**src/hw/rtl/uct_pkg.sv**
```systemverilog
// uct_pkg: sizes, port-allocation constants and control/status types
// shared by the udp connection table controller, datapath and top level.
// no dependencies.
package uct_pkg;

    // table geometry
    localparam int SLOTS = 8;
    localparam int IDX_W = (SLOTS > 1) ? $clog2(SLOTS) : 1;
    localparam int TRY_W = $clog2(SLOTS + 1);

    // ephemeral port range
    localparam logic [15:0] PORT_START = 16'd1024;
    localparam logic [15:0] PORT_LIMIT = 16'd32000;
    localparam logic [15:0] PORT_WRAP  = 16'd4096;

    // item kinds
    localparam logic KIND_LOOKUP = 1'b0;
    localparam logic KIND_OPEN   = 1'b1;

    // beat widths
    localparam int IN_DATA_W  = 112;
    localparam int OUT_DATA_W = 24;

    // commands from the controller to the datapath
    typedef struct packed {
        logic load;        // capture the input beat
        logic advance;     // step last port to the next candidate
        logic scan_start;  // start a pass over the slots
        logic res_lookup;  // latch lookup outcome as pending result
        logic res_alloc;   // take lowest free slot, latch pending result
        logic emit;        // move pending result to the output register
    } uct_cmd_t;

    // status from the datapath to the controller
    typedef struct packed {
        logic done;        // scan finished this cycle
        logic hit;         // scan stopped on a matching slot
        logic out_free;    // output register can take a result
    } uct_sts_t;

    // next ephemeral port after p
    function automatic logic [15:0] next_port(input logic [15:0] p);
        logic [15:0] q;
        q = p + 16'd1;
        if (q >= PORT_LIMIT)
        begin
            q = PORT_WRAP;
        end
        return q;
    endfunction

    // slot index as the three-bit result field
    function automatic logic [2:0] slot_field(input logic [IDX_W-1:0] idx);
        logic [IDX_W+2:0] ext;
        ext = {3'b000, idx};
        return ext[2:0];
    endfunction

endpackage

```
**src/hw/rtl/uct_ctrl.sv**
```systemverilog
// uct_ctrl: sequencing state machine for lookup and open items.
// depends on uct_pkg; drives uct_datapath through uct_cmd_t.
module uct_ctrl
    import uct_pkg::*;
(
    input  logic     clk,
    input  logic     rst_n,
    input  logic     in_valid,
    input  logic     in_kind,
    output logic     in_ready,
    input  uct_sts_t sts,
    output uct_cmd_t cmd
);

    localparam logic [1:0] ST_IDLE = 2'd0;
    localparam logic [1:0] ST_LOOK = 2'd1;
    localparam logic [1:0] ST_PORT = 2'd2;
    localparam logic [1:0] ST_EMIT = 2'd3;

    logic [1:0]       state_reg, state_next;
    logic [TRY_W-1:0] tries_reg, tries_next;

    assign in_ready = (state_reg == ST_IDLE);

    // next state and commands
    always_comb
    begin
        state_next = state_reg;
        tries_next = tries_reg;
        cmd        = '0;
        case (state_reg)
            ST_IDLE:
            begin
                if (in_valid)
                begin
                    cmd.load       = 1'b1;
                    cmd.scan_start = 1'b1;
                    tries_next     = '0;
                    if (in_kind == KIND_OPEN)
                    begin
                        cmd.advance = 1'b1;
                        state_next  = ST_PORT;
                    end
                    else
                    begin
                        state_next = ST_LOOK;
                    end
                end
            end
            ST_LOOK:
            begin
                if (sts.done)
                begin
                    cmd.res_lookup = 1'b1;
                    state_next     = ST_EMIT;
                end
            end
            ST_PORT:
            begin
                if (sts.done)
                begin
                    // candidate taken: try the next one, bounded by slot count
                    if (sts.hit && (tries_reg < TRY_W'(SLOTS)))
                    begin
                        cmd.advance    = 1'b1;
                        cmd.scan_start = 1'b1;
                        tries_next     = tries_reg + TRY_W'(1);
                    end
                    else
                    begin
                        cmd.res_alloc = 1'b1;
                        state_next    = ST_EMIT;
                    end
                end
            end
            ST_EMIT:
            begin
                if (sts.out_free)
                begin
                    cmd.emit   = 1'b1;
                    state_next = ST_IDLE;
                end
            end
            default:
            begin
                state_next = ST_IDLE;
            end
        endcase
    end

    // state registers
    always_ff @(posedge clk or negedge rst_n)
    begin
        if (!rst_n)
        begin
            state_reg <= ST_IDLE;
            tries_reg <= '0;
        end
        else
        begin
            state_reg <= state_next;
            tries_reg <= tries_next;
        end
    end

endmodule

```
**src/hw/rtl/uct_datapath.sv**
```systemverilog
// uct_datapath: slot memory, valid bits, scan pipeline, port register
// and result registers. depends on uct_pkg; commanded by uct_ctrl.
module uct_datapath
    import uct_pkg::*;
(
    input  logic                  clk,
    input  logic                  rst_n,
    input  uct_cmd_t              cmd,
    output uct_sts_t              sts,
    input  logic                  in_kind,
    input  logic [15:0]           in_dest_port,
    input  logic [15:0]           in_src_port,
    input  logic [31:0]           in_src_addr,
    input  logic [31:0]           in_remote_addr,
    input  logic [15:0]           in_remote_port,
    output logic                  out_valid,
    input  logic                  out_ready,
    output logic                  out_ok,
    output logic [2:0]            out_slot,
    output logic [15:0]           out_local_port
);

    localparam int ENTRY_W = 64;

    // slot store: local port, remote port, remote address
    logic [ENTRY_W-1:0] mem [SLOTS];
    logic [ENTRY_W-1:0] rd_data_reg;
    logic [SLOTS-1:0]   valid_reg;
    logic               rd_valid_reg;

    // captured item
    logic        mode_reg;
    logic [15:0] dport_reg, sport_reg, rport_reg;
    logic [31:0] saddr_reg, raddr_reg;
    logic [15:0] last_port_reg;

    // scan pipeline
    logic             run_reg;
    logic [IDX_W-1:0] rd_idx_reg;
    logic             cmp_vld_reg;
    logic [IDX_W-1:0] cmp_idx_reg;

    // pending and output results
    logic        res_ok_reg;
    logic [2:0]  res_slot_reg;
    logic [15:0] res_lp_reg;
    logic        m_valid_reg;
    logic        m_ok_reg;
    logic [2:0]  m_slot_reg;
    logic [15:0] m_lp_reg;

    logic [15:0]      e_lp, e_rp;
    logic [31:0]      e_ra;
    logic             match;
    logic             cmp_last;
    logic             free_any;
    logic [IDX_W-1:0] free_idx;

    assign e_lp = rd_data_reg[15:0];
    assign e_rp = rd_data_reg[31:16];
    assign e_ra = rd_data_reg[63:32];

    // compare stage: datagram accept or port in use
    always_comb
    begin
        if (mode_reg == KIND_LOOKUP)
        begin
            match = rd_valid_reg && (e_lp == dport_reg)
                 && ((e_rp == 16'd0) || (e_rp == sport_reg))
                 && ((e_ra == 32'h0000_0000) || (e_ra == 32'hFFFF_FFFF)
                     || (e_ra == saddr_reg));
        end
        else
        begin
            match = rd_valid_reg && (e_lp == last_port_reg);
        end
    end

    assign cmp_last     = (cmp_idx_reg == IDX_W'(SLOTS - 1));
    assign sts.done     = cmp_vld_reg && (match || cmp_last);
    assign sts.hit      = cmp_vld_reg && match;
    assign sts.out_free = !m_valid_reg || out_ready;

    // lowest free slot
    always_comb
    begin
        free_any = 1'b0;
        free_idx = '0;
        for (int i = SLOTS - 1; i >= 0; i--)
        begin
            if (!valid_reg[i])
            begin
                free_any = 1'b1;
                free_idx = IDX_W'(i);
            end
        end
    end

    // slot memory, registered read at the scan address
    always_ff @(posedge clk)
    begin
        if (cmd.res_alloc && free_any)
        begin
            mem[free_idx] <= {raddr_reg, rport_reg, last_port_reg};
        end
        rd_data_reg <= mem[rd_idx_reg];
    end

    // captured item fields
    always_ff @(posedge clk)
    begin
        if (cmd.load)
        begin
            dport_reg <= in_dest_port;
            sport_reg <= in_src_port;
            saddr_reg <= in_src_addr;
            raddr_reg <= in_remote_addr;
            rport_reg <= in_remote_port;
        end
    end

    // pending result and output payload
    always_ff @(posedge clk)
    begin
        if (cmd.res_lookup)
        begin
            res_ok_reg   <= match;
            res_slot_reg <= match ? slot_field(cmp_idx_reg) : 3'd0;
            res_lp_reg   <= match ? e_lp : 16'd0;
        end
        else if (cmd.res_alloc)
        begin
            res_ok_reg   <= free_any;
            res_slot_reg <= free_any ? slot_field(free_idx) : 3'd0;
            res_lp_reg   <= free_any ? last_port_reg : 16'd0;
        end
        if (cmd.emit)
        begin
            m_ok_reg   <= res_ok_reg;
            m_slot_reg <= res_slot_reg;
            m_lp_reg   <= res_lp_reg;
        end
    end

    // control state: valid bits, port, scan, output beat
    always_ff @(posedge clk or negedge rst_n)
    begin
        if (!rst_n)
        begin
            valid_reg     <= '0;
            rd_valid_reg  <= 1'b0;
            mode_reg      <= KIND_LOOKUP;
            last_port_reg <= PORT_START;
            run_reg       <= 1'b0;
            rd_idx_reg    <= '0;
            cmp_vld_reg   <= 1'b0;
            cmp_idx_reg   <= '0;
            m_valid_reg   <= 1'b0;
        end
        else
        begin
            rd_valid_reg <= valid_reg[rd_idx_reg];
            if (cmd.load)
            begin
                mode_reg <= in_kind;
            end
            if (cmd.advance)
            begin
                last_port_reg <= next_port(last_port_reg);
            end
            if (cmd.res_alloc && free_any)
            begin
                valid_reg[free_idx] <= 1'b1;
            end

            // scan issue and compare stages
            if (cmd.scan_start)
            begin
                run_reg     <= 1'b1;
                rd_idx_reg  <= '0;
                cmp_vld_reg <= 1'b0;
            end
            else if (sts.done)
            begin
                run_reg     <= 1'b0;
                cmp_vld_reg <= 1'b0;
            end
            else
            begin
                cmp_vld_reg <= run_reg;
                cmp_idx_reg <= rd_idx_reg;
                if (run_reg)
                begin
                    if (rd_idx_reg == IDX_W'(SLOTS - 1))
                    begin
                        run_reg <= 1'b0;
                    end
                    else
                    begin
                        rd_idx_reg <= rd_idx_reg + IDX_W'(1);
                    end
                end
            end

            // output beat
            if (cmd.emit)
            begin
                m_valid_reg <= 1'b1;
            end
            else if (out_ready)
            begin
                m_valid_reg <= 1'b0;
            end
        end
    end

    assign out_valid      = m_valid_reg;
    assign out_ok         = m_ok_reg;
    assign out_slot       = m_slot_reg;
    assign out_local_port = m_lp_reg;

endmodule

```
**src/hw/rtl/udp_connection_table_unit.sv**
```systemverilog
// udp_connection_table_unit: udp connection table top level, datagram
// demultiplex and ephemeral port open. depends on uct_pkg, uct_ctrl, uct_datapath.
//
//   channel  dir  tdata fields (low bit up)                          tuser
//   s_*      in   dest_port, src_port, src_addr, remote_addr,        kind
//                 remote_port (112 bits)
//   m_*      out  slot, local_port, 5 zero pad bits (24 bits)        ok
//
// a lookup does one registered memory read per slot in a scan that stops
// on the first match.
// an open scans one candidate port after another, n taken ones with n no
// more than SLOTS; a taken candidate's scan stops on its slot, a free one's covers every slot.
// reset frees all slots at once via per-slot valid bits and sets last port to 1024.
// s_tready is low while an item is in progress; a result waiting on m_tready
// holds the next item only once that item's own result is ready.
module udp_connection_table_unit
    import uct_pkg::*;
(
    input  logic                  clk,
    input  logic                  rst_n,
    input  logic                  s_tvalid,
    output logic                  s_tready,
    input  logic [IN_DATA_W-1:0]  s_tdata,   // dest_port, src_port, src_addr, remote_addr, remote_port
    input  logic                  s_tuser,   // kind
    output logic                  m_tvalid,
    input  logic                  m_tready,
    output logic [OUT_DATA_W-1:0] m_tdata,   // slot, local_port, zero pad
    output logic                  m_tuser    // ok
);

    uct_cmd_t    cmd;
    uct_sts_t    sts;
    logic [2:0]  out_slot;
    logic [15:0] out_local_port;

    // controller
    uct_ctrl u_ctrl (
        .clk      (clk),
        .rst_n    (rst_n),
        .in_valid (s_tvalid),
        .in_kind  (s_tuser),
        .in_ready (s_tready),
        .sts      (sts),
        .cmd      (cmd)
    );

    // datapath
    uct_datapath u_datapath (
        .clk            (clk),
        .rst_n          (rst_n),
        .cmd            (cmd),
        .sts            (sts),
        .in_kind        (s_tuser),
        .in_dest_port   (s_tdata[15:0]),
        .in_src_port    (s_tdata[31:16]),
        .in_src_addr    (s_tdata[63:32]),
        .in_remote_addr (s_tdata[95:64]),
        .in_remote_port (s_tdata[111:96]),
        .out_valid      (m_tvalid),
        .out_ready      (m_tready),
        .out_ok         (m_tuser),
        .out_slot       (out_slot),
        .out_local_port (out_local_port)
    );

    // result beat packing
    assign m_tdata = {5'b00000, out_local_port, out_slot};

endmodule
```
**config.mk**
```make
export PLATFORM = sky130hd
export DESIGN_NAME = udp_connection_table_unit
export DESIGN_NICKNAME = d
export VERILOG_FILES = /design/src/hw/rtl/uct_pkg.sv /design/src/hw/rtl/uct_ctrl.sv /design/src/hw/rtl/uct_datapath.sv /design/src/hw/rtl/udp_connection_table_unit.sv
export SDC_FILE = /design/constraint.sdc
export NUM_CORES = 1
export LEC_CHECK = 0
export ABC_AREA = 1
export BUFFER_PORTS_ARGS = -buffer_cell sky130_fd_sc_hd__buf_4
export CAP_MARGIN = 10
export CORE_MARGIN = 1.5
export CORE_UTILIZATION = 52
export CTS_BUF_LIST = sky130_fd_sc_hd__clkbuf_8
export CTS_CLUSTER_DIAMETER = 200
export CTS_CLUSTER_SIZE = 25
export DETAILED_ROUTE_END_ITERATION = 8
export PLACE_DENSITY = 0.72
export SLEW_MARGIN = 30
export SYNTH_ARGS = -nofsm -noshare
export SYNTH_HDL_FRONTEND = slang
export SYNTH_SLANG_ARGS = --single-unit
```
**constraint.sdc**
```tcl
create_clock -name clk -period 5.9 [get_ports clk]
set_input_delay 0 -clock clk [delete_from_list [all_inputs] [get_ports clk]]
set_output_delay 0 -clock clk [all_outputs]
set_load 0.03 [all_outputs]
```
* Word level (Yosys, flattened, before mapping)
Memories as Yosys holds them, arrays and structs flattened. A register that Yosys moved wholly into a read port is not among the register bits.
Cells that the tools add are included.
** Storage, ports and cells
- RAM bits :: 512
- Memories :: 1
- Bits of input ports :: 117
- Bits in read-only memories :: 0
- Register bits :: 193
- Output and inout bits :: 27
- Word-level logic and storage cells :: 148
- Latch bits :: 0
** Cells by class
- Bitwise operators :: 3
- Divide/modulo/power cells :: 0
- Equal/unequal tests :: 18
- Shifts and indexed selects :: 0
- Multiplexer cells :: 70
- Add/sub/neg operators :: 3
- Reductions and logical operators :: 26
- $lt $le $gt $ge :: 5
- Multiply operators :: 0
** Memories
- u_datapath.mem :: depth 8, bits a word 64, rd ports 1, clocked after memory_dff 1, write ports 1, RTL line uct_datapath.sv:26 : logic [ENTRY_W-1:0] mem [SLOTS];
** Operators by type and width (number)
- 2-to-1 mux 16 bit :: 5
- 2-to-1 mux 3 bit :: 17
- equality test 16 bit :: 3
- equality test 32 bit :: 1
- equality test 32 bit, second input constant :: 1
- zero test 32 bit :: 1
- 2-to-1 mux 1 bit :: 32
- adder 16 x 1 -> 16 bit, second input constant :: 1
- >= comparator 16 x 15 -> 1 bit, second input constant :: 1
- zero test 16 bit :: 1
- 2-to-1 mux 2 bit :: 8
- inequality test 2 bit, second input constant :: 7
- 2-to-1 mux 4 bit :: 3
- logical AND 1 bit :: 9
- less-than comparator 3 x 4 -> 1 bit, second input constant :: 2
- bitwise OR 8 bit :: 1
- case mux 2 bit (4 select lines) :: 1
- case mux 4 bit (2 select lines) :: 1
- nonzero test 2 bit :: 4
- equality test 3 bit, second input constant :: 2
- logical OR 1 bit :: 5
- AND reduction 5 bit :: 1
- adder 4 x 1 -> 4 bit, second input constant :: 1
- equality test 2 bit, second input constant :: 2
- 14 further kinds :: 15

* Longest topological paths before layout
- Word-level depth :: 13
- Mapped depth :: 18
- Mapped depth without buffers :: 17

* By module
Synthesis repeated with hierarchy kept, for this count alone.
** Unflattened totals
- Cell total of the unflattened synthesis :: 2343
- Area, all modules :: 29530.8 µm²
** Modules (own cells, without submodules)
- uct_datapath :: sequential area each 22097.4 µm², cells an instance 2261, instances 1, area an instance 28986.6 µm²
- uct_ctrl :: sequential area each 150.1 µm², cells an instance 76, instances 1, area an instance 503.0 µm²
- udp_connection_table_unit :: sequential area each 0.0 µm², cells an instance 6, instances 1, area an instance 41.3 µm²

* Worst setup path before layout
No wires, ideal clock.
- Kind :: register to register
- Start point :: register u_datapath.last_port_reg[2]
- End point :: memory u_datapath.mem[0][0] (enable)
- Library setup time :: 0.486 ns
- Path buffers :: 1
- Arrival :: 4.353 ns
- Slack :: 1.061 ns
- Required time :: 5.414 ns
- Clock period less this slack :: 4.839 ns
- Cell stages (with the launch flop) :: 13
- Cells stage by stage :: dfrtp_1 > buf_6 > xnor2_1 > inv_1 > nor2_1 > nand4_1 > nor2_1 > nand3_1 > nand3_2 > nand2_4 > nor2_4 > nand3_1 > nor2_1
** On the way
- Longest elaborated chain between the ends :: 11
- Elaborated cells between the ends (all ways) :: 13
- Classes of those cells :: eq/ne: 1; mux: 6; reduce/logical: 6
** RTL lines
- start: declaration :: RTL line uct_datapath.sv:35 : logic [15:0] last_port_reg;
- start signal: assignment :: RTL line uct_datapath.sv:169 : last_port_reg <= next_port(last_port_reg);
- equality test 16 bit (*) :: RTL line uct_datapath.sv:75 : match = rd_valid_reg && (e_lp == last_port_reg);
- logical AND 1 bit (*) :: RTL line uct_datapath.sv:75
- 2-to-1 mux 1 bit (*) :: RTL line uct_datapath.sv:66 : if (mode_reg == KIND_LOOKUP)
- logical AND 1 bit :: RTL line uct_datapath.sv:81 : assign sts.hit = cmp_vld_reg && match;
- logical AND 1 bit :: RTL line uct_ctrl.sv:63 : if (sts.hit && (tries_reg < TRY_W'(SLOTS)))
- 2-to-1 mux 1 bit :: RTL line uct_ctrl.sv:63
- 2-to-1 mux 1 bit (*) :: RTL line uct_ctrl.sv:60 : if (sts.done)
- 2-to-1 mux 1 bit (*) :: RTL line uct_ctrl.sv:31 : case (state_reg)
- logical AND 1 bit (*) :: RTL line uct_datapath.sv:102 : if (cmd.res_alloc && free_any)
- 2-to-1 mux 1 bit (*) :: RTL line uct_datapath.sv:102
- 2-to-1 mux 1 bit (not written as such) (*) :: RTL line uct_datapath.sv:104 : mem[free_idx] <= {raddr_reg, rport_reg, last_port_reg};
- end: declaration :: RTL line uct_datapath.sv:26
Every way passes the cells marked *; elsewhere a longest branch is shown, timed or not.

* Worst setup path after layout
- Start point :: register u_datapath.saddr_reg[19]
- End point :: memory u_datapath.mem[2][15] (enable)
** On the way
- Longest elaborated chain between the ends :: 12
- Elaborated cells between the ends (all ways) :: 14
- Classes of those cells :: eq/ne: 1; mux: 6; reduce/logical: 7
** RTL lines
- start: declaration :: RTL line uct_datapath.sv:34 : logic [31:0] saddr_reg, raddr_reg;
- start signal: assignment :: RTL line uct_datapath.sv:116 : saddr_reg <= in_src_addr;
- equality test 32 bit (*) :: RTL line uct_datapath.sv:71 : || (e_ra == saddr_reg));
- logical OR 1 bit (*) :: RTL line uct_datapath.sv:71
- logical AND 1 bit (*) :: RTL line uct_datapath.sv:70 : && ((e_ra == 32'h0000_0000) || (e_ra == 32'hFFFF_FFFF)
- 2-to-1 mux 1 bit (*) :: RTL line uct_datapath.sv:66
- logical AND 1 bit :: RTL line uct_datapath.sv:81
- logical AND 1 bit :: RTL line uct_ctrl.sv:63
- 2-to-1 mux 1 bit :: RTL line uct_ctrl.sv:63
- 2-to-1 mux 1 bit (*) :: RTL line uct_ctrl.sv:60
- 2-to-1 mux 1 bit (*) :: RTL line uct_ctrl.sv:31
- logical AND 1 bit (*) :: RTL line uct_datapath.sv:102
- 2-to-1 mux 1 bit (*) :: RTL line uct_datapath.sv:102
- 2-to-1 mux 1 bit (not written as such) (*) :: RTL line uct_datapath.sv:104
Marks and branches as above.

==> impl_metrics.csv <==
group,metric,value,unit
finish,layout_commonest_cell,"edfxtp_1",
grt,grt_use_total,0.2187,
timing,period_share,0.6634,
place,pre_cts_ws,2.079,ns
worst_setup_path,arrival,4.23,ns
power_and_ir_drop,finalPower,13.46,mW
logic_synthesis,synth-seq-cells,769,
finish,layout_common_cells,"edfxtp_1, nor2_1, o21ai_0, nand2_1, dlygate4sd3_1",
die,ios,144,
place,hpwl,35900,um
hold_path,min_from,"s_tdata[98]",
logic_synthesis,syn_area_per_cell,12.16,sq um
clock_network,max-clock-path-buffers,3,
die,die_h,243.5,um
die,initial_core_util,0.5292,
clock_network,cts.sinks,769,
timing,rsz0062_at_grt,"false",
finish,nets,2864,
route,antenna_left,0,
logic_synthesis,synth_area_leaders,"edfxtp_1, nor2_1, o21ai_0",
clock_network,clk_latency,0.70,ns
timing,min_period,3.914,ns
route,wl,64690,um
worst_setup_path,rr_startpoint,"u_datapath.saddr_reg[19]$_DFFE_PP_",
clock_network,tritoncts,"yes",
worst_setup_path,cp_max_fo,35,
timing,skew,0.05077,ns
place,dp.cells,3270,
place,placed_cell_area,0.03180,sq mm
place,gp_congestion,0.9391,
worst_setup_path,cp-startpoint,"u_datapath.saddr_reg[19]$_DFFE_PP_",
timing,hold_viol,0,
route,drc,0,
logic_synthesis,synth_cell_types,41,
die,rows,87,
worst_setup_path,path_class,"flop to flop",
worst_setup_path,endpoint_kind,"flop",
worst_setup_path,path_cells,"inv_1 > nand2_1 > nand2_1 > nand2_1 > nor2_1 > nand2_1 > nor2_1 > nand2_1 > nand2_1 > nand2_1 > nand3_2 > nand2_4 > nor2_4 > nand3_1 > inv_2 > buf_4",
power_and_ir_drop,vdd_ir_drop_max,0.2397,mV
finish,stdcell_count,3521,
route,firstDrtPassIters,6,
grt,grt_pass1_vias,19128,
die,die_area,0.05927,sq mm
route,drt_iter0_drc,2205,
die,fp.dieW,243.5,um
logic_synthesis,synth_area,0.03007,sq mm
logic_synthesis,ys_warn_count,0,
logic_synthesis,synth_top_area_frac,0.6631,
route,viasPerCell,5.504,
timing,slew_violations,0,
power_and_ir_drop,pwr_density_cell,391.8,mW/mm^2
logic_synthesis,ys_seq_area_frac,0.7399,
worst_setup_path,path_common_cell,"nand2_1",
finish,layout-drive-gt1-share,0.08897,
clock_network,cts_buffers,36,
finish,diodes,0,
logic_synthesis,synth_top_area_cell,"edfxtp_1",
die,core_area,0.05682,sq mm
timing,relSlewSlack,0.3809,
route,vias,19379,
power_and_ir_drop,p_leak,12.25,nW
route,wl_per_cell,18.37,um
grt,antenna_found_initial,0,
timing,tns,0,ns
grt,grt_first_pass_wirelength,102700,um
worst_setup_path,cpPeakStageDelay,0.67,ns
grt,grt_max_degree,183,
finish,area_growth_syn_to_layout,14.24,%
worst_setup_path,required,6.22,ns
logic_synthesis,syn_inst,2472,
finish,design_area,0.03435,sq mm
timing,clock.fmax,0.2555,GHz
clock_network,cts_setup_buffers,0,
timing,worstMarginPinSlew,0.9286,ns
place,portBuffers,138,
flow_run,maxCapViolCount,0,
outcome,status,"complete, no violations",
worst_setup_path,setup.worst_path.start_class,"flop",
clock_network,clockRootBuffer,"clkbuf_8",
clock_network,path_clk_slew,0.14,ns
timing,setup_violations,0,
clock_network,h-tree-depth,2,
finish,largest_reg_flops,512,
grt,grt-ovfl-total,0,
hold_path,holdCritPathClass,"primary input to flop",
timing,layout_setup_ws,1.986,ns
worst_setup_path,critPathSlowestCell,"buf_4",
[Yosys cell counts, drive strengths merged]
cell and instances:
ha 8, dfstp 1, inv 114, clkinv 1, o22ai 66, clkbuf 89
or2 4, nand2 273, buf 29, nand4 24, nor2 575, a21oi 12
nor4 5, a31oi 66, xnor2 33, nor3b 3, edfxtp 664, o211ai 1
nand3b 2, conb 1, a221oi 1, nand3 63, xor2 19, dfxtp 64
o21ai 304, nor3 8, dfrtp 40, and2 2
[final timing paths]
| kind | slack [ns] | cells past startpoint | end |
|---|---|---|---|
| min | 0.04 | 2 | u_datapath.rport_reg[2]$_DFFE_PP_ |
| max reg2reg | 1.99 | 16 | u_datapath.mem[2][15]$_DFFE_PP_ |
| min reg2reg | 0.44 | 0 | u_datapath.out_local_port[3]$_DFFE_PP_ |
| max in group asynchronous | 5.21 | 4 | u_datapath.rd_idx_reg[0]$_DFFE_PN0P_ |
| max | 1.99 | 16 | u_datapath.mem[2][15]$_DFFE_PP_ |
| min in group asynchronous | 0.41 | 3 | u_datapath.last_port_reg[10]$_DFFE_PN1P_ |
[routing by layer]
metal / global-route usage / vias up / wire, um
met5: 0 / - / 0
met4: 0.07289 / 0 / 1722
li1: - / 9155 / -
met3: 0.02644 / 107 / 4138
met2: 0.3570 / 698 / 30810
met1: 0.3070 / 9419 / 28020
[cells by family (layout without fill, tap and decap cells)]
group | after synthesis | count (layout) | synth area share
adders and majority gates | 8 | 8 | 0.003329
DFF | 769 | 769 | 0.7399
and+or+nand+nor | 959 | 959 | 0.1294
AOI/OAI and AO/OA | 450 | 450 | 0.08073
xor gates and xnor gates | 52 | 52 | 0.01515
other | 1 | 5 | 0.0001247
buffers and inverters | 233 | 522 | 0.03138
[power by group]
part | switching [mW] | leakage [nW] | internal (mW)
Sequential | 0.737 | 7.13 | 6.70
Combinational | 2.52 | 4.71 | 1.36
Clock | 1.54 | 0.409 | 0.607
[worst max-delay path, delay by kind of cell (launching register included)]
kind | cells | cell delay, ns
buffers and inverters | 3 | 1.38
flip-flops | 1 | 0.42
AND/OR/NAND/NOR | 13 | 1.65
[area by class of cell]
type	instances	area, sq um
clock inverters	27	123.9
clock buffers	37	509.2
fillers	4348	22470
repair buffers	343	3105
inverters	115	447.9
flip-flops and latches	769	22260
multi-input cells	1474	6962
well taps	756	945.9
[through the flow]
stage               utilization  hold WS (ns)
global route             0.6045       0.02614
global placement         0.5591       0.03216
CTS                      0.6038     0.0006655
detailed placement       0.5596       0.04239
floorplan                     -       -0.2956
finish                   0.6045       0.03665
[what timing repair did]
action | 4_1_cts | 5_1_grt
hold endpoints to repair | 195 | 0
hold buffers | 186 | 0
resized for setup | 0 | 0
Note: power is estimated with default switching activity, not from simulation.
